--- src/rtl/mt_pkg.sv ---
// ----------------------------------------------------------------------------
// mt_pkg
// Shared constants, types and word functions of the twister generator.
// ----------------------------------------------------------------------------
package mt_pkg;

  localparam int unsigned TABLE_WORDS = 624;
  localparam int unsigned SHIFT_WORDS = 397;
  localparam int unsigned CNT_W       = $clog2(TABLE_WORDS);

  localparam logic [CNT_W-1:0] FILL_LAST = CNT_W'(TABLE_WORDS - 1);

  localparam logic [31:0] SEED_MULT  = 32'h6c07_8965;
  localparam logic [31:0] UPPER_MASK = 32'h8000_0000;
  localparam logic [31:0] LOWER_MASK = 32'h7fff_ffff;
  localparam logic [31:0] MATRIX_A   = 32'h9908_b0df;
  localparam logic [31:0] TEMPER_B   = 32'h9d2c_5680;
  localparam logic [31:0] TEMPER_C   = 32'hefc6_0000;
  localparam logic [31:0] SEED_RESET = 32'd5489;

  localparam logic CFG_ADDR_SEED = 1'b0;

  typedef logic [31:0] word_t;

  typedef struct packed {
    logic load;
    logic step;
  } seed_ctl_t;

  function automatic word_t twist_word(word_t cur, word_t nxt, word_t far);
    word_t y;
    word_t mag;
    y   = (cur & UPPER_MASK) | (nxt & LOWER_MASK);
    mag = y[0] ? MATRIX_A : 32'd0;
    return far ^ (y >> 1) ^ mag;
  endfunction

  function automatic word_t temper_word(word_t x_in);
    word_t x;
    x = x_in;
    x = x ^ (x >> 11);
    x = x ^ ((x << 7) & TEMPER_B);
    x = x ^ ((x << 15) & TEMPER_C);
    x = x ^ (x >> 18);
    return x;
  endfunction

endpackage

--- src/rtl/mt_twist.sv ---
// ----------------------------------------------------------------------------
// mt_twist
// Next ring word from the head taps, and its tempered form.
// ----------------------------------------------------------------------------
module mt_twist (
  input  mt_pkg::word_t cur,
  input  mt_pkg::word_t nxt,
  input  mt_pkg::word_t far,
  output mt_pkg::word_t new_word,
  output mt_pkg::word_t tempered
);
  import mt_pkg::*;

  assign new_word = twist_word(cur, nxt, far);
  assign tempered = temper_word(new_word);

endmodule

--- config.mk ---
export PLATFORM = sky130hd
export DESIGN_NAME = mt_twist
export DESIGN_NICKNAME = d
export VERILOG_FILES = /design/src/rtl/mt_pkg.sv /design/src/rtl/mt_twist.sv
export SDC_FILE = /design/constraint.sdc
export NUM_CORES = 1
export LEC_CHECK = 0
export ABC_AREA = 0
export ABC_CLOCK_PERIOD_IN_PS = 6220
export BUFFER_PORTS_ARGS = -buffer_cell sky130_fd_sc_hd__buf_4
export CAP_MARGIN = 30
export CORE_MARGIN = 3
export CORE_UTILIZATION = 35
export DETAILED_ROUTE_END_ITERATION = 7
export PLACE_DENSITY_LB_ADDON = 0.08
export SYNTH_ARGS = -nofsm -noshare
export SYNTH_HDL_FRONTEND = slang
export SYNTH_SLANG_ARGS = --single-unit
--- constraint.sdc ---
create_clock -name vclk -period 6.22
set_input_delay 1.555 -clock vclk [all_inputs]
set_output_delay 1.555 -clock vclk [all_outputs]
set_load 0.01 [all_outputs]
== Yosys cells after proc, flatten, opt, wreduce, memory -nomap -nowiden ==
Index checks and enable logic that the tools add are counted.

* Bitwise operators: 7
* Multiplexer cells: 1

{| class="wikitable"
|+ Operators by type and width
! cell !! number
|-
| 32-bit bitwise XOR || 3
|-
| 32-bit two-way mux || 1
|-
| 32-bit by 31-bit bitwise OR with 32-bit output || 1
|-
| 32-bit by 14-bit bitwise XOR with 32-bit output || 1
|-
| 32-bit by 21-bit bitwise XOR with 32-bit output || 1
|-
| 32-bit by 31-bit bitwise XOR with 32-bit output || 1
|}

* Output and inout bits: 64
* Register bits: 0
* Logic and storage cells: 8
* Input bits: 96

== Logic depth before layout (Yosys ltp) ==
* Depth in word-level cells: 7
* Gate-level depth with buffers: 5
* Gate-level depth less buffers: 4

== Least setup slack after synthesis ==
No wires, ideal clock.

* Kind: input-to-output
* Start point: in nxt[17]
* End point: out tempered[9]
* Stages: 4
* Path buffers: 0
* Arrival time: 3.014 ns
* Path slack: 1.651 ns
* Cells stage by stage: xor2_1 -> xnor2_1 -> xnor3_1 -> xnor2_1

* Cells in the longest elaborated chain, start to end: 7

{| class="wikitable"
|+ Ends and longest elaborated chain
! element !! RTL line !! text
|-
| start, declared || mt_twist.sv:7 || <nowiki>input mt_pkg::word_t nxt,</nowiki>
|-
| 32-bit by 31-bit bitwise OR with 32-bit output || mt_pkg.sv:33 || <nowiki>y = (cur & UPPER_MASK) | (nxt & LOWER_MASK);</nowiki>
|-
| 32-bit by 31-bit bitwise XOR with 32-bit output || mt_pkg.sv:35 || <nowiki>return far ^ (y >> 1) ^ mag;</nowiki>
|-
| 32-bit bitwise XOR || mt_pkg.sv:35 ||
|-
| 32-bit by 21-bit bitwise XOR with 32-bit output || mt_pkg.sv:41 || <nowiki>x = x ^ (x >> 11);</nowiki>
|-
| 32-bit bitwise XOR || mt_pkg.sv:42 || <nowiki>x = x ^ ((x << 7) & TEMPER_B);</nowiki>
|-
| 32-bit bitwise XOR || mt_pkg.sv:43 || <nowiki>x = x ^ ((x << 15) & TEMPER_C);</nowiki>
|-
| 32-bit by 14-bit bitwise XOR with 32-bit output || mt_pkg.sv:44 || <nowiki>x = x ^ (x >> 18);</nowiki>
|-
| end, declared || mt_twist.sv:10 || <nowiki>output mt_pkg::word_t tempered</nowiki>
|}

Every way passes these cells.

== Final worst setup path ==
* Start point: in nxt[0]
* End point: out tempered[4]

* Cells in the longest elaborated chain, start to end: 7

{| class="wikitable"
|+ Ends and longest elaborated chain
! element !! RTL line !! text
|-
| 32-bit by 31-bit bitwise OR with 32-bit output || mt_pkg.sv:33 ||
|-
| 32-bit two-way mux || mt_pkg.sv:34 || <nowiki>mag = y[0] ? MATRIX_A : 32'd0;</nowiki>
|-
| 32-bit bitwise XOR || mt_pkg.sv:35 ||
|-
| 32-bit by 21-bit bitwise XOR with 32-bit output || mt_pkg.sv:41 ||
|-
| 32-bit bitwise XOR || mt_pkg.sv:42 ||
|-
| 32-bit bitwise XOR || mt_pkg.sv:43 ||
|-
| 32-bit by 14-bit bitwise XOR with 32-bit output || mt_pkg.sv:44 ||
|}

Every way passes these cells.

==> results.cfg <==
[layout]
drive_gt1_share_pct = 56.7
fin_cells = 282
num-clock-buffers = 0
area_delta_synth_final_pct = 87.5
diodes = 0
final_util_pct = 69.6
seq_cells = 0
nets = 336
seqCellArea_um2 = 0

[logic_synthesis]
synth_area_mm2 = 0.00114
synth_top_area_share_pct = 38.3
synthMuxAreaShare_pct = 0
seq_area_frac_synth_pct = 0
synth_top_area_cell = xnor2_1
syn_nets = 208
synth_compound_area_share_pct = 0
synth-xor-area-share_pct = 96.3
synthCells = 112
postSynthAreaPerCell_um2 = 10.2
synthAdderAreaFrac_pct = 0
ys_top_cells_by_count = 50 x xnor2_1, 39 x xor2_1, 7 x inv_1
synth_top_family_by_area = XOR/XNOR gates
synth-simple-area-share_pct = 0
synth_most_common_cell = xnor2_1
synth.area.top_cells = xnor2_1 38%, xor2_1 30%, xnor3_1 12%
yosysUniqueCellTypes = 12
ys_warn_count = 0

[sta]
drv_slew = 0
hold_viol_final = 0
finalSetupTns_ns = 0
finalCriticalPeriod_ns = 4.81
rsz0062_at_grt = false
worstMarginPinSlew_ns = 0.520
fin_ws_ns = 1.41
max_slew_margin_pct = 65.1
fin_crit_sh_pct = 77.4
fmax_ghz = 0.208
finalSetupViolCount = 0

[detailed_routing]
wl_per_cell_um = 11.8
drt_iter0_drc = 9
vias_per_cell = 4.25
postRouteAntennaNets = 0
drcViolationCount = 0
wirelength_um = 3320
vias = 1198
drtPass1Iterations = 3

[floorplanning]
fp.coreArea_mm2 = 0.00308
start_util_pct = 37.1
die_w_um = 63.1
fp-row-count = 20
dieArea_mm2 = 0.00399
die_h_um = 63.1
ios = 160

[power]
internal_power_uw = 328
power.density_mw_per_mm2 = 275
swShare_pct = 44.5
leakagePower_uw = 0.00111
finalPower_uw = 590
ir_drop_v = 0.000148
clockPowerShare_pct = 0
p_sw_uw = 262
p_seq_share_pct = 0
power_frac_comb_pct = 100.0

[worst_setup_path]
slowest_delay_ns = 0.52
crit_type = in2out
cpMaxStageDelayCell = xnor3_2
cp_common_cell = buf_4
path_buf_inv = 2
end_kind = primary output
critical_path.top_delay_family = XOR/XNOR gates
worstPathArrival_ns = 3.26
cp.required_ns = 4.66
crit_chain = buf_4 > xnor3_2 > xor2_4 > xnor3_1 > xnor2_1 > buf_4
critPathMaxFanout = 15
start_kind = primary input

[global_route]
grt_pass1_vias = 1294
grt_max_degree = 16
grt_usage_pct = 16.2
antenna_found_initial = 0
grt_pass1_wl_um = 5490
grt_overflow_total = 0

[place]
pre_cts_ws_ns = 1.39
io_buffers = 128
place_congestion = 0.692
dp_cells = 282
dp_hpwl_um = 3080

[cts]
cts_hold_buf = 0
cts_resized = 0
cts_setup_buffers = 0

[hold_path]
hp-class = in2out

[run]
max-cap-violations = 0

[outcome]
run_status = completed
==> cell type report <==
class                           instances  area [µm²]
Timing Repair Buffer                  128         961
Inverter                                7        26.3
Tap cell                               44        55.1
Multi-Input combinational cell        103        1100
Fill cell                             263         936
==> per-stage QoR <==
stage | instance area, µm² | hold WS [ns]
6_report | 2140 | 3.41
2_1_floorplan | 1140 | 3.20
4_1_cts | 2140 | 3.41
5_1_grt | 2140 | 3.43
3_3_place_gp | 2140 | 3.41
3_5_place_dp | 2140 | 3.41
==> layer usage <==
layer / routed length (µm) / share of wire, % / global-route usage (%)
met4: 0 / 0 / 0
met5: 0 / 0 / 0
met2: 1830 / 55 / 33.5
met1: 1070 / 32 / 16.4
met3: 423 / 13 / 4.99
==> path summary, 6_finish.rpt <==
path | start | end | slack, ns | cells after the start
worst max-delay path | nxt[0] | tempered[4] | 1.41 | 6
worst min-delay path | far[17] | new_word[17] | 3.41 | 3
==> cells by family after synthesis <==
kind of cell	count (synthesis)
xor+xnor	103
buf+inv	9
==> power by group through the flow <==
stage               logic, µW  clock network [µW]  registers, µW
global placement          588                   0              0
floorplan                 317                   0              0
global route              636                   0              0
finish                    590                   0              0
CTS                       601                   0              0
detailed placement        599                   0              0
==> placed cells by master (no fill, tap or decap) <==
cell type,netlist,final
xnor2_1,50,50
xnor3_1,6,6
xor2_1,39,39
xor3_2,2,2
xor3_1,1,1
buf_4,0,128
xor2_4,2,2
xor2_2,1,1
xnor3_2,1,1
inv_1,7,7
xnor2_2,1,1
(Power assumes the default switching activity.)
