**config.mk**
```make
export PLATFORM = sky130hd
export DESIGN_NAME = mt_seed_gen
export DESIGN_NICKNAME = d
export VERILOG_FILES = /design/src/rtl/mt_pkg.sv /design/src/rtl/mt_seed_gen.sv
export SDC_FILE = /design/constraint.sdc
export NUM_CORES = 1
export LEC_CHECK = 0
export BUFFER_PORTS_ARGS = -buffer_cell sky130_fd_sc_hd__buf_2
export CAP_MARGIN = 10
export CORE_MARGIN = 3
export CORE_UTILIZATION = 40
export CTS_BUF_LIST = sky130_fd_sc_hd__clkbuf_2 sky130_fd_sc_hd__clkbuf_4 sky130_fd_sc_hd__clkbuf_8
export DETAILED_ROUTE_END_ITERATION = 12
export PLACE_DENSITY = 0.65
export SETUP_SLACK_MARGIN = 0.5
export SYNTH_ARGS = -nofsm -noshare
export SYNTH_HDL_FRONTEND = slang
export SYNTH_SLANG_ARGS = --single-unit
```
**constraint.sdc**
```tcl
create_clock -name clk -period 5.9 [get_ports clk]
set_input_delay 0.59 -clock clk [delete_from_list [all_inputs] [get_ports clk]]
set_output_delay 0.59 -clock clk [all_outputs]
set_load 0.05 [all_outputs]
```
**src/rtl/mt_pkg.sv**
```systemverilog
// ----------------------------------------------------------------------------
// mt_pkg
// Shared constants, types and word functions of the twister generator.
// ----------------------------------------------------------------------------
package mt_pkg;

  localparam int unsigned TABLE_WORDS = 624;
  localparam int unsigned SHIFT_WORDS = 397;
  localparam int unsigned CNT_W       = $clog2(TABLE_WORDS);

  localparam logic [CNT_W-1:0] FILL_LAST = CNT_W'(TABLE_WORDS - 1);

  localparam logic [31:0] SEED_MULT  = 32'h6c07_8965;
  localparam logic [31:0] UPPER_MASK = 32'h8000_0000;
  localparam logic [31:0] LOWER_MASK = 32'h7fff_ffff;
  localparam logic [31:0] MATRIX_A   = 32'h9908_b0df;
  localparam logic [31:0] TEMPER_B   = 32'h9d2c_5680;
  localparam logic [31:0] TEMPER_C   = 32'hefc6_0000;
  localparam logic [31:0] SEED_RESET = 32'd5489;

  localparam logic CFG_ADDR_SEED = 1'b0;

  typedef logic [31:0] word_t;

  typedef struct packed {
    logic load;
    logic step;
  } seed_ctl_t;

  function automatic word_t twist_word(word_t cur, word_t nxt, word_t far);
    word_t y;
    word_t mag;
    y   = (cur & UPPER_MASK) | (nxt & LOWER_MASK);
    mag = y[0] ? MATRIX_A : 32'd0;
    return far ^ (y >> 1) ^ mag;
  endfunction

  function automatic word_t temper_word(word_t x_in);
    word_t x;
    x = x_in;
    x = x ^ (x >> 11);
    x = x ^ ((x << 7) & TEMPER_B);
    x = x ^ ((x << 15) & TEMPER_C);
    x = x ^ (x >> 18);
    return x;
  endfunction

endpackage

```
**src/rtl/mt_seed_gen.sv**
```systemverilog
// ----------------------------------------------------------------------------
// mt_seed_gen
// Seed recurrence: one multiply per cycle while ctl.step is set, product registered.
// ----------------------------------------------------------------------------
module mt_seed_gen (
  input  logic              clk,
  input  mt_pkg::seed_ctl_t ctl,
  input  mt_pkg::word_t     seed,
  output mt_pkg::word_t     word
);
  import mt_pkg::*;

  word_t w_r;
  word_t w_nxt;

  always_comb begin
    priority if (ctl.load) begin
      w_nxt = seed;
    end else if (ctl.step) begin
      w_nxt = SEED_MULT * (w_r ^ (w_r >> 30));
    end else begin
      w_nxt = w_r;
    end
  end

  always_ff @(posedge clk) begin
    w_r <= w_nxt;
  end

  assign word = w_r;

endmodule

```
* Word level (Yosys, flattened, before mapping)
Cells that the tools add are included.
** Storage, ports and cells
- Register bits after elaboration :: 32
- Logic and storage cells :: 6
- Output and inout port bits :: 32
- Input port bits :: 35
** Operators by class
- Bitwise logic cells :: 1
- Multiplexer cells :: 2
- Multipliers :: 1
- Reduce and logical (&&, ||, !) cells :: 1
** Operators by type and width (count)
- 32-bit two-way mux :: 2
- 31-bit by 32-bit multiplier with 32-bit output, first input constant :: 1
- 32-bit by 2-bit XOR with 32-bit output :: 1
- 2-bit nonzero test :: 1

* Logic depth before layout (Yosys ltp)
- Depth after elaboration :: 4
- Depth in mapped cells :: 24
- Mapped depth without buffers :: 24

* Worst setup path before layout
No wires, ideal clock.
- Path type :: register -> register
- Start point :: register w_r[30] (netlist: word[30])
- End point :: register w_r[24] (netlist: word[24]) (data pin)
- Library setup time :: 260 ps
- Path buffers :: 0
- Arrival :: 6564 ps
- Setup slack :: -924 ps
- Required time :: 5640 ps
- Stages on the path, launching flop included :: 24
- Cells stage by stage :: edfxtp_1 xor2_1 xor2_1 ha_1 or2_2 ha_1 inv_1 fa_1 inv_1 ha_1 fa_1 fa_1 fa_1 inv_1 fa_1 inv_1 ha_1 nand2_1 o21ai_0 o21ba_2 o31ai_1 a21oi_1 xnor2_1 mux2_2
** Between the ends
- Longest elaborated chain between the ends :: 4
** RTL lines
- from (decl) :: line mt_seed_gen.sv:13 : word_t w_r;
- from (signal assigned) :: line mt_seed_gen.sv:27 : w_r <= w_nxt;
- 32-bit by 2-bit XOR with 32-bit output :: line mt_seed_gen.sv:20 : w_nxt = SEED_MULT * (w_r ^ (w_r >> 30));
- 31-bit by 32-bit multiplier with 32-bit output :: line mt_seed_gen.sv:20
- 32-bit two-way mux :: line mt_seed_gen.sv:19 : end else if (ctl.step) begin
- 32-bit two-way mux :: line mt_seed_gen.sv:17 : priority if (ctl.load) begin
- net w_nxt[24] :: line mt_seed_gen.sv:14 : word_t w_nxt;
The timed path passes the listed nets, and every way through them passes these cells. The select of a mux whose other input is x is not followed.
A chain may end at the register's enable or synchronous reset.

* Worst setup path in the final report
- Start point :: register w_r[31] (netlist: word[31])
- End point :: register w_r[31] (netlist: word[31]) (data pin)
The elaborated chain is that of the path after synthesis.

==> run metrics <==
status=complete, but fails checks; failing checks=negative setup slack; Core Footprint=22100 um2; Ys Warns=0; Max Cap Viol=0; HP Class=input port to flop; crit path cell chain=xor2_4, xor2_2, ha_2, or2_4, ha_4, inv_2, fa_1, inv_1, ha_2, fa_1, fa_1, fa_1, inv_1, fa_1, inv_2, ha_4, a211oi_4, o31ai_2, a221oi_2, nand2_1, o221ai_2, o2111ai_2, nor4_2, a311oi_2; most used cell along the critical path=fa_1; Final Hold Vio Count=0; Netlist Area Pre-Place=a little over 9000 um2; Max Fclk=around 160 MHz; via/cell ratio=about 5; overall routing resource usage=between 20% and 30%; Final min period=6.24 ns; Setup TNS Final=-1.80 ns; layout cells sized above 1=roughly 35%; final setup fails=10; max reg flops=32; Syn Inst Count=~900; H-tree depth=2; post-synthesis sequential area ratio=a little over a tenth; dpl cell area=between 10000 and 15000 um2; dominant synthesized flop cell=edfxtp_1; IO Count=67; Synthesized Nets=1268; hold path endpoint=word[6]$_DFFE_PP_; CP max stage delay=roughly 0.51 ns; Worst-Margin Slew=between 1 and 1.5 ns; Slew Limit Fails=0; Chip Width=roughly 160 um; Area Overhead vs Synth=32.6%; Min-Delay Startpoint=seed[6]; Die Ht=157 um; post-synthesis area per instance=between 10 and 15 um2; Total Wirelength=~27 mm; post-route ant nets=0; Crit Path Max Fanout=4; Worst R2R Start=word[31]$_DFFE_PP_; initial drt markers=around 440; Final Skew=between 0.02 and 0.025 ns; WP data arrival=approximately 6.3 ns; first-pass GRT wire length=just over 40 mm; grt ovf=0; vias in the first global route=between 7000 and 8000; initial core utilization=41.1%; Synth cell types=50; post-synthesis mux area share=less than 1%; vias after detailed routing=6910; r2r setup slk=-0.34 ns; worst relative slew slack=about 21%; Max clock buf depth=2; Setup crit start=word[31]$_DFFE_PP_; hold path cells=3; initial antenna violation count=1; post-route setup slack=-0.341 ns; clock sinks=32; asr flop ratio synth=0%; RR Endpoint=word[31]$_DFFE_PP_; drt wl/cell=19.6 um; Startpoint Class=flop; pin count of the biggest net entering global routing=59; Slowest cell on crit path=fa_1; fin nets=roughly 1500; Final Wtd Congestion=between 0.9 and 1; Tcrit/Tclk final=106%; Inserted Diodes=0; EDFF count, synth=32; Synth Register Bits=32; CTS Buf Count=5; R2R cell count=24; simple-gate portion of the synthesized area=~4.4%; drt drc=0; post-synthesis adder-cell area fraction=between 60% and 70%; hold slack=around 0.55 ns; TritonCTS clock tree=yes; Synth Area in XOR/XNOR=5.40%; Clk pin slew, worst setup/hold paths=about 0.1 ns; RSZ-0062 raised after global routing=yes; cell count after placement=between 1000 and 1500; Compound-Gate Fraction of Synth Area=slightly above 7%; main combinational cell family by area after synthesis=adder cells; clk root buf=clkbuf_8; Critical Path RT=5.97 ns; # rows=54; final instance area=~12000 um2; Final Instance Count excl. Fillers=~1400; Crit Path Category=flop to flop; Worst setup EP type=flop; post-DP HPWL=between 20 and 25 mm; Die Footprint=~25000 um2; # hold bufs at CTS=0; Clk Latency, worst-skew pair=approximately 0.32 ns; first-pass iteration count of the detailed router=5; IO Port Bufs=66
-- cell usage after synthesis, types with 3 or more instances --
cell type	n	share of area, %
o21bai_1	4	0.33
clkbuf_1	6	0.25
o211ai_2	4	0.55
ha_1	209	29
nand3_1	12	0.66
nor3_1	3	0.17
and3_1	3	0.21
fa_1	146	32
edfxtp_1	32	11
mux2_2	8	0.99
xnor2_1	40	3.9
inv_1	239	9.9
o31ai_1	3	0.25
a211oi_1	6	0.50
xor2_1	16	1.5
or2_2	3	0.21
o21ai_0	30	1.7
nor2_1	15	0.62
a21o_1	5	0.41
a21oi_1	22	1.2
nand2_1	34	1.4
-- critical path: cells and delay by family, from the launching register on --
kind / cells / cell delay [ns]
compound gates: 6 / 1.00
xor+xnor: 2 / 0.41
fa+ha+maj: 9 / 3.25
buf+inv: 4 / 0.17
flops: 1 / 0.50
simple gates: 3 / 0.65
-- layout by cell type, fill, tap and decap left out, types with 3 or more instances in the layout --
master and instances:
a211oi_4 3, a21o_1 5, a21oi_1 13, a21oi_2 9
and3_4 3, buf_12 5, buf_2 66, buf_4 120
buf_6 22, clkbuf_8 5, edfxtp_1 32, fa_1 139
fa_2 7, ha_1 159, ha_2 7, ha_4 43
inv_1 222, inv_2 17, mux2_2 7, nand2_1 30
nand2_2 4, nand3_1 10, nor2_1 11, nor3_1 3
o21ai_0 9, o21ai_1 14, o21ai_2 9, o21bai_1 3
o31ai_2 3, xnor2_1 35, xnor2_2 5, xor2_1 12
-- final cells by class --
cell class                 count  area, um2
sequential                    32        961
multi-input combinational    597       8140
fill                        1879      10000
tap                          280        350
clock buffer                   5       68.8
timing repair buffer         213       1580
inverter                     240        901
clock inverter                 3       42.5
-- timing repair --
action	CTS	global route
gates resized for setup	82	83
setup endpoints to repair	21	21
pin swaps	52	38
setup buffers	21	16
-- logic make-up (layout without fill, tap and decap cells) --
group                    count (synthesis)  in the layout
AO/OA/AOI/OAI                           96             96
flip-flops                              32             32
XOR/XNOR                                56             56
adder cells (fa/ha/maj)                355            355
AND/OR/NAND/NOR                         82             82
buffers and inverters                  249            461
multiplexers                             8              8
-- per-layer routing --
layer  GRT usage, %  wire (um)
met5              0         13
met4           6.17        772
met3           4.26       1320
met2           37.0      13000
met1           30.0      11700
-- worst max path at each step --
stage | end | slack, ns | cells past startpoint
after global placement | word[31]$_DFFE_PP_ | -0.38 | 24
after detailed placement | word[31]$_DFFE_PP_ | -0.44 | 24
final | word[31]$_DFFE_PP_ | -0.34 | 24
after global routing | word[31]$_DFFE_PP_ | -0.62 | 24
after CTS | word[31]$_DFFE_PP_ | -0.30 | 24
after floorplan | word[31]$_DFFE_PP_ | -0.52 | 24
-- metrics by stage --
step | util [%] | worst slack, ns
final | 54.5 | -0.341
after global routing | 54.5 | -0.621
after CTS | 52.0 | -0.304
after detailed placement | 48.9 | -0.440
after global placement | 48.9 | -0.377
after floorplan | - | -0.524
Power is left out: the tool's default activity adds up to more than one toggle a clock period on the data nets, which glitch-free logic cannot reach.
