**src/rtl/mt_pkg.sv**
```systemverilog
// ----------------------------------------------------------------------------
// mt_pkg
// Shared constants, types and word functions of the twister generator.
// ----------------------------------------------------------------------------
package mt_pkg;

  localparam int unsigned TABLE_WORDS = 624;
  localparam int unsigned SHIFT_WORDS = 397;
  localparam int unsigned CNT_W       = $clog2(TABLE_WORDS);

  localparam logic [CNT_W-1:0] FILL_LAST = CNT_W'(TABLE_WORDS - 1);

  localparam logic [31:0] SEED_MULT  = 32'h6c07_8965;
  localparam logic [31:0] UPPER_MASK = 32'h8000_0000;
  localparam logic [31:0] LOWER_MASK = 32'h7fff_ffff;
  localparam logic [31:0] MATRIX_A   = 32'h9908_b0df;
  localparam logic [31:0] TEMPER_B   = 32'h9d2c_5680;
  localparam logic [31:0] TEMPER_C   = 32'hefc6_0000;
  localparam logic [31:0] SEED_RESET = 32'd5489;

  localparam logic CFG_ADDR_SEED = 1'b0;

  typedef logic [31:0] word_t;

  typedef struct packed {
    logic load;
    logic step;
  } seed_ctl_t;

  function automatic word_t twist_word(word_t cur, word_t nxt, word_t far);
    word_t y;
    word_t mag;
    y   = (cur & UPPER_MASK) | (nxt & LOWER_MASK);
    mag = y[0] ? MATRIX_A : 32'd0;
    return far ^ (y >> 1) ^ mag;
  endfunction

  function automatic word_t temper_word(word_t x_in);
    word_t x;
    x = x_in;
    x = x ^ (x >> 11);
    x = x ^ ((x << 7) & TEMPER_B);
    x = x ^ ((x << 15) & TEMPER_C);
    x = x ^ (x >> 18);
    return x;
  endfunction

endpackage

```
**src/rtl/mt_cell.sv**
```systemverilog
// ----------------------------------------------------------------------------
// mt_cell
// One word of the state ring; loads its d_in word (its neighbor's, or the new word at the tail) when the ring shifts.
// ----------------------------------------------------------------------------
module mt_cell (
  input  logic          clk,
  input  logic          shift_en,
  input  mt_pkg::word_t d_in,
  output mt_pkg::word_t q
);
  import mt_pkg::*;

  word_t word_r;

  always_ff @(posedge clk) begin
    if (shift_en) begin
      word_r <= d_in;
    end
  end

  assign q = word_r;

endmodule

```
**config.mk**
```make
export PLATFORM = sky130hd
export DESIGN_NAME = mt_cell
export DESIGN_NICKNAME = d
export VERILOG_FILES = /design/src/rtl/mt_pkg.sv /design/src/rtl/mt_cell.sv
export SDC_FILE = /design/constraint.sdc
export NUM_CORES = 1
export LEC_CHECK = 0
export BUFFER_PORTS_ARGS = -buffer_cell sky130_fd_sc_hd__buf_4
export CAP_MARGIN = 20
export CORE_ASPECT_RATIO = 0.8
export CORE_UTILIZATION = 29
export CTS_CLUSTER_SIZE = 40
export DETAILED_ROUTE_END_ITERATION = 7
export GPL_TIMING_DRIVEN = 0
export PLACE_DENSITY_LB_ADDON = 0.08
export SYNTH_ARGS = -nofsm -noshare
export SYNTH_HDL_FRONTEND = slang
export SYNTH_SLANG_ARGS = --single-unit
```
**constraint.sdc**
```tcl
create_clock -name clk -period 0.9 [get_ports clk]
set_input_delay 0.27 -clock clk [delete_from_list [all_inputs] [get_ports clk]]
set_output_delay 0.27 -clock clk [all_outputs]
set_load 0.005 [all_outputs]
```
**Yosys cells after proc, flatten, opt, wreduce, memory -nomap -nowiden**

Index checks and enable logic that the tools add are counted.

- Memory bits (read-only): 0
- Bits of input ports: 34
- Latch bits: 0
- Flip-flop bits (word level): 32
- RAM bits: 0
- Memories kept: 0

- Shifts and indexed selects: 0
- Div/mod/pow operators: 0
- Bitwise gates (word level): 0
- Multiplexer cells: 0
- Multipliers: 0
- Reductions and logical operators: 0
- $add $sub $neg: 0
- Magnitude comparators: 0
- Equality and inequality tests: 0

**Logic depth before layout (Yosys ltp)**

- Depth after elaboration: 0
- Depth in mapped cells: 0
- Depth with buffers taken out: 0

**Worst setup path before layout**

No wires, ideal clock.

- Path type: register to output
- Start: register word_r[0], in the netlist q[0]
- End: output port q[0]
- Path slack: 0.275 ns
- Data required time: 0.630 ns
- Stages on the path, launching flop included: 1
- Arrival: 0.355 ns
- Buffers on the path: 0
- Path through: edfxtp_1

RTL lines:

| item | line | text |
|---|---|---|
| start, declared | mt_cell.sv:13 | `word_t word_r;` |
| start signal, assigned | mt_cell.sv:17 | `word_r <= d_in;` |
| end, declared | mt_cell.sv:9 | `output mt_pkg::word_t q` |

No word-level cell between the ends.

**Worst setup path in the final report**

- Start: register word_r[5], in the netlist q[5]
- End: output port q[5]

No word-level cell between the ends.

==> flow_summary.html <==
<table>
<tr><th>Metric</th><th>Value</th></tr>
<tr><th colspan="2">Run status</th></tr>
<tr><td>Failing checks</td><td>setup timing</td></tr>
<tr><td>Outcome</td><td>complete, but fails checks</td></tr>
<tr><th colspan="2">Min path</th></tr>
<tr><td>Type of the worst min-delay path</td><td>in2reg</td></tr>
<tr><td>WHS Path Cells</td><td>1</td></tr>
<tr><td>Hold Path End</td><td>q[25]$_DFFE_PP_</td></tr>
<tr><td>Worst hold start</td><td>d_in[25]</td></tr>
<tr><th colspan="2">Synthesis</th></tr>
<tr><td>Predominant post-synthesis flop cell</td><td>sky130_fd_sc_hd__edfxtp_1</td></tr>
<tr><td>Sequential fraction of the synthesis area</td><td>1.00</td></tr>
<tr><td>Fraction of post-synthesis cell area in the top cell type by area</td><td>1.00</td></tr>
<tr><td>Area fraction in and, or, nand and nor cells after synthesis</td><td>0</td></tr>
<tr><td>Leading post-synthesis cells by instance count</td><td>sky130_fd_sc_hd__edfxtp_1 (32)</td></tr>
<tr><td>Most frequent cell after synthesis</td><td>sky130_fd_sc_hd__edfxtp_1</td></tr>
<tr><td>Largest cells by area after synthesis</td><td>sky130_fd_sc_hd__edfxtp_1 (100%)</td></tr>
<tr><td>Warning count from the yosys run</td><td>0</td></tr>
<tr><td>Fraction of synthesis flops using an asynchronous set or reset pin</td><td>0</td></tr>
<tr><td>Number of distinct library cells after synthesis</td><td>1</td></tr>
<tr><td>Cell type with the largest total area after synthesis</td><td>sky130_fd_sc_hd__edfxtp_1</td></tr>
<tr><td>Average cell area after synthesis</td><td>30.0 sq um</td></tr>
<tr><td>Fraction of the mapped netlist area in compound gates</td><td>0</td></tr>
<tr><td>Cell count after synthesis</td><td>32</td></tr>
<tr><td>Number of enable flip-flop cells after synthesis</td><td>32</td></tr>
<tr><td>Mapped Nets</td><td>between 60 and 70</td></tr>
<tr><td>Area share of xor/xnor cells in the synthesized design</td><td>0</td></tr>
<tr><td>Total of flip-flops plus latches after synthesis</td><td>32</td></tr>
<tr><td>Multiplexer share of the synthesized area</td><td>0</td></tr>
<tr><td>Mapped Area</td><td>around 960 sq um</td></tr>
<tr><td>Share of synthesized cell area in full adder, half adder and majority cells</td><td>0</td></tr>
<tr><th colspan="2">Run</th></tr>
<tr><td>Number of maximum-capacitance violations</td><td>0</td></tr>
<tr><th colspan="2">Drt</th></tr>
<tr><td>Post-DRT Antenna Nets</td><td>0</td></tr>
<tr><td>Total Routed Length</td><td>roughly 1600 um</td></tr>
<tr><td>First-iteration detailed-routing DRC count</td><td>27</td></tr>
<tr><td>Via total after detailed routing</td><td>570</td></tr>
<tr><td>Vias per inst</td><td>4.01</td></tr>
<tr><td>Wirelength per Cell</td><td>roughly 12 um</td></tr>
<tr><td>Detailed-router iteration count before antenna repair</td><td>4</td></tr>
<tr><td>Residual DRC count</td><td>0</td></tr>
<tr><th colspan="2">Layout</th></tr>
<tr><td>Diodes inserted</td><td>0</td></tr>
<tr><td>Area growth from synthesis to layout</td><td>65.9%</td></tr>
<tr><td>Number of flip-flops in the largest register</td><td>32</td></tr>
<tr><td>Utilization of the core after routing</td><td>0.509</td></tr>
<tr><td>Share of post-route cells with drive strength above 1</td><td>0.686</td></tr>
<tr><td>Number of fill cells in the layout</td><td>approximately 260</td></tr>
<tr><td>Combined area of the multi-input logic cells</td><td>0 sq um</td></tr>
<tr><td>Layout net count</td><td>roughly 140</td></tr>
<tr><td>Multi-input logic cell count</td><td>0</td></tr>
<tr><td>Register area</td><td>approximately 960 sq um</td></tr>
<tr><th colspan="2">Pwr</th></tr>
<tr><td>Areal power density over the cells</td><td>1920 mW/mm^2</td></tr>
<tr><td>Static power due to leakage</td><td>about 0.00067 uW</td></tr>
<tr><td>Total power of the final layout</td><td>about 3100 uW</td></tr>
<tr><td>Peak supply drop</td><td>between 1 and 1.5 mV</td></tr>
<tr><th colspan="2">Worst setup path</th></tr>
<tr><td>Crit path arrival time</td><td>~0.78 ns</td></tr>
<tr><td>Type of the worst setup path</td><td>reg2out</td></tr>
<tr><td>Startpoint types</td><td>register</td></tr>
<tr><td>Category of cells accounting for the largest share of critical-path delay</td><td>flip-flops</td></tr>
<tr><td>Cell chain of the critical path</td><td>buf_4</td></tr>
<tr><td>Type of element capturing the critical path</td><td>output port</td></tr>
<tr><td>Buf+Inv Stages, Crit Path</td><td>1</td></tr>
<tr><td>Crit path max-delay cell type</td><td>sky130_fd_sc_hd__edfxtp_1</td></tr>
<tr><td>Critical path peak fanout</td><td>1</td></tr>
<tr><td>Critical path data required time</td><td>0.63 ns</td></tr>
<tr><td>Max incr delay on CP</td><td>roughly 0.37 ns</td></tr>
<tr><th colspan="2">Timing</th></tr>
<tr><td>Ratio of final minimum period to clock period</td><td>1.17</td></tr>
<tr><td>Total negative setup slack</td><td>-4.40 ns</td></tr>
<tr><td>Transition time at the pin with the least slew margin</td><td>approximately 0.4 ns</td></tr>
<tr><td>Slew margin rel.</td><td>0.735</td></tr>
<tr><td>Final slew viol count</td><td>0</td></tr>
<tr><td>Fin crit period</td><td>around 1.1 ns</td></tr>
<tr><td>Final worst slack</td><td>-0.152 ns</td></tr>
<tr><td>Unrepaired setup endpoints after global routing</td><td>yes</td></tr>
<tr><td>Setup violations, final</td><td>32</td></tr>
<tr><td>Hold violation count in the final report</td><td>0</td></tr>
<tr><td>Fmax</td><td>~0.95 GHz</td></tr>
<tr><th colspan="2">Clocking</th></tr>
<tr><td>Clock Tree Buf Depth</td><td>2</td></tr>
<tr><td>Clk sink count</td><td>32</td></tr>
<tr><td>Maximum level of the CTS H-tree</td><td>2</td></tr>
<tr><td>Clock transition at the registers of the reported paths</td><td>approximately 0.06 ns</td></tr>
<tr><td>Cts hold-fix bufs</td><td>0</td></tr>
<tr><td>Post-CTS Setup Bufs</td><td>0</td></tr>
<tr><td>Number of buffers created by CTS</td><td>5</td></tr>
<tr><td>Master cell of the clock root buffer</td><td>sky130_fd_sc_hd__clkbuf_8</td></tr>
<tr><td>Post-CTS Resized</td><td>0</td></tr>
<tr><td>Clock tree from TritonCTS</td><td>done</td></tr>
<tr><th colspan="2">Floorplanning</th></tr>
<tr><td>Chip Height</td><td>about 53 um</td></tr>
<tr><td>Die Footprint</td><td>0.00355 sq mm</td></tr>
<tr><td>Initial cell density of the core</td><td>0.307</td></tr>
<tr><td>Number of placed I/O pins</td><td>between 60 and 70</td></tr>
<tr><td>Floorplan core area</td><td>~0.0031 sq mm</td></tr>
<tr><td>Die width</td><td>66.4 um</td></tr>
<tr><td>Number of placement rows</td><td>18</td></tr>
<tr><th colspan="2">Global routing</th></tr>
<tr><td>Pin count of the biggest net entering global routing</td><td>33</td></tr>
<tr><td>Initial antenna violation count</td><td>0</td></tr>
<tr><td>Final global-route overflow total</td><td>0</td></tr>
<tr><td>First-pass GRT wire length</td><td>2230 um</td></tr>
<tr><td>Via count of the first global-routing pass</td><td>518</td></tr>
<tr><td>Overall fraction of global-route tracks in use</td><td>0.0999</td></tr>
<tr><th colspan="2">Place</th></tr>
<tr><td>Number of I/O port buffers</td><td>65</td></tr>
<tr><td>RD Place Congestion</td><td>roughly 0.58</td></tr>
</table>
==> stage by stage <==
stage,hold WS (ns),std cells,area (sq um),setup slack (ns)
global route,0.157,142,1590,-0.195
detailed placement,0.449,137,1500,-0.0922
floorplan,0.369,32,961,0.275
global placement,0.448,137,1500,-0.0860
CTS,0.163,142,1570,-0.178
finish,0.174,142,1590,-0.152
==> final cells by class <==
type	count	share of cell area
Sequential cell	32	0.603
Clock buffer	5	0.0432
Timing Repair Buffer	65	0.323
Tap cell	40	0.0314
==> per-layer routing <==
metal  track usage  vias up  wire, um
li1              -      269         -
met2         0.143       35       821
met1         0.104      262       618
met3        0.0603        4       160
met5             0        -         0
met4        0.0851        0        34
==> placed cells by master (no fill, tap or decap) <==
cell,count
sky130_fd_sc_hd__buf_4,58
sky130_fd_sc_hd__edfxtp_1,32
sky130_fd_sc_hd__buf_6,7
sky130_fd_sc_hd__clkbuf_8,5
==> power by group <==
part | internal, uW | leakage [uW] | total [uW] | switching, uW
sequential | 1770 | 0.000313 | 1810 | 32.9
combinational | 230 | 0.000321 | 328 | 97.3
clock | 496 | 0.0000359 | 928 | 432
==> worst max path at each step <==
stage          depth (start not counted)           start              end
2_1_floorplan                          0  q[0]$_DFFE_PP_             q[0]
3_3_place_gp                           1        shift_en  q[10]$_DFFE_PP_
3_5_place_dp                           1        shift_en  q[15]$_DFFE_PP_
4_1_cts                                1  q[4]$_DFFE_PP_             q[4]
5_1_grt                                1  q[2]$_DFFE_PP_             q[2]
6_report                               1  q[5]$_DFFE_PP_             q[5]
==> cell families (layout without fill, tap and decap cells) <==
| family | count (synthesis) | in the layout |
|---|---|---|
| buf+inv | 0 | 70 |
| flops | 32 | 32 |
Power figures use the tool's default switching activity.
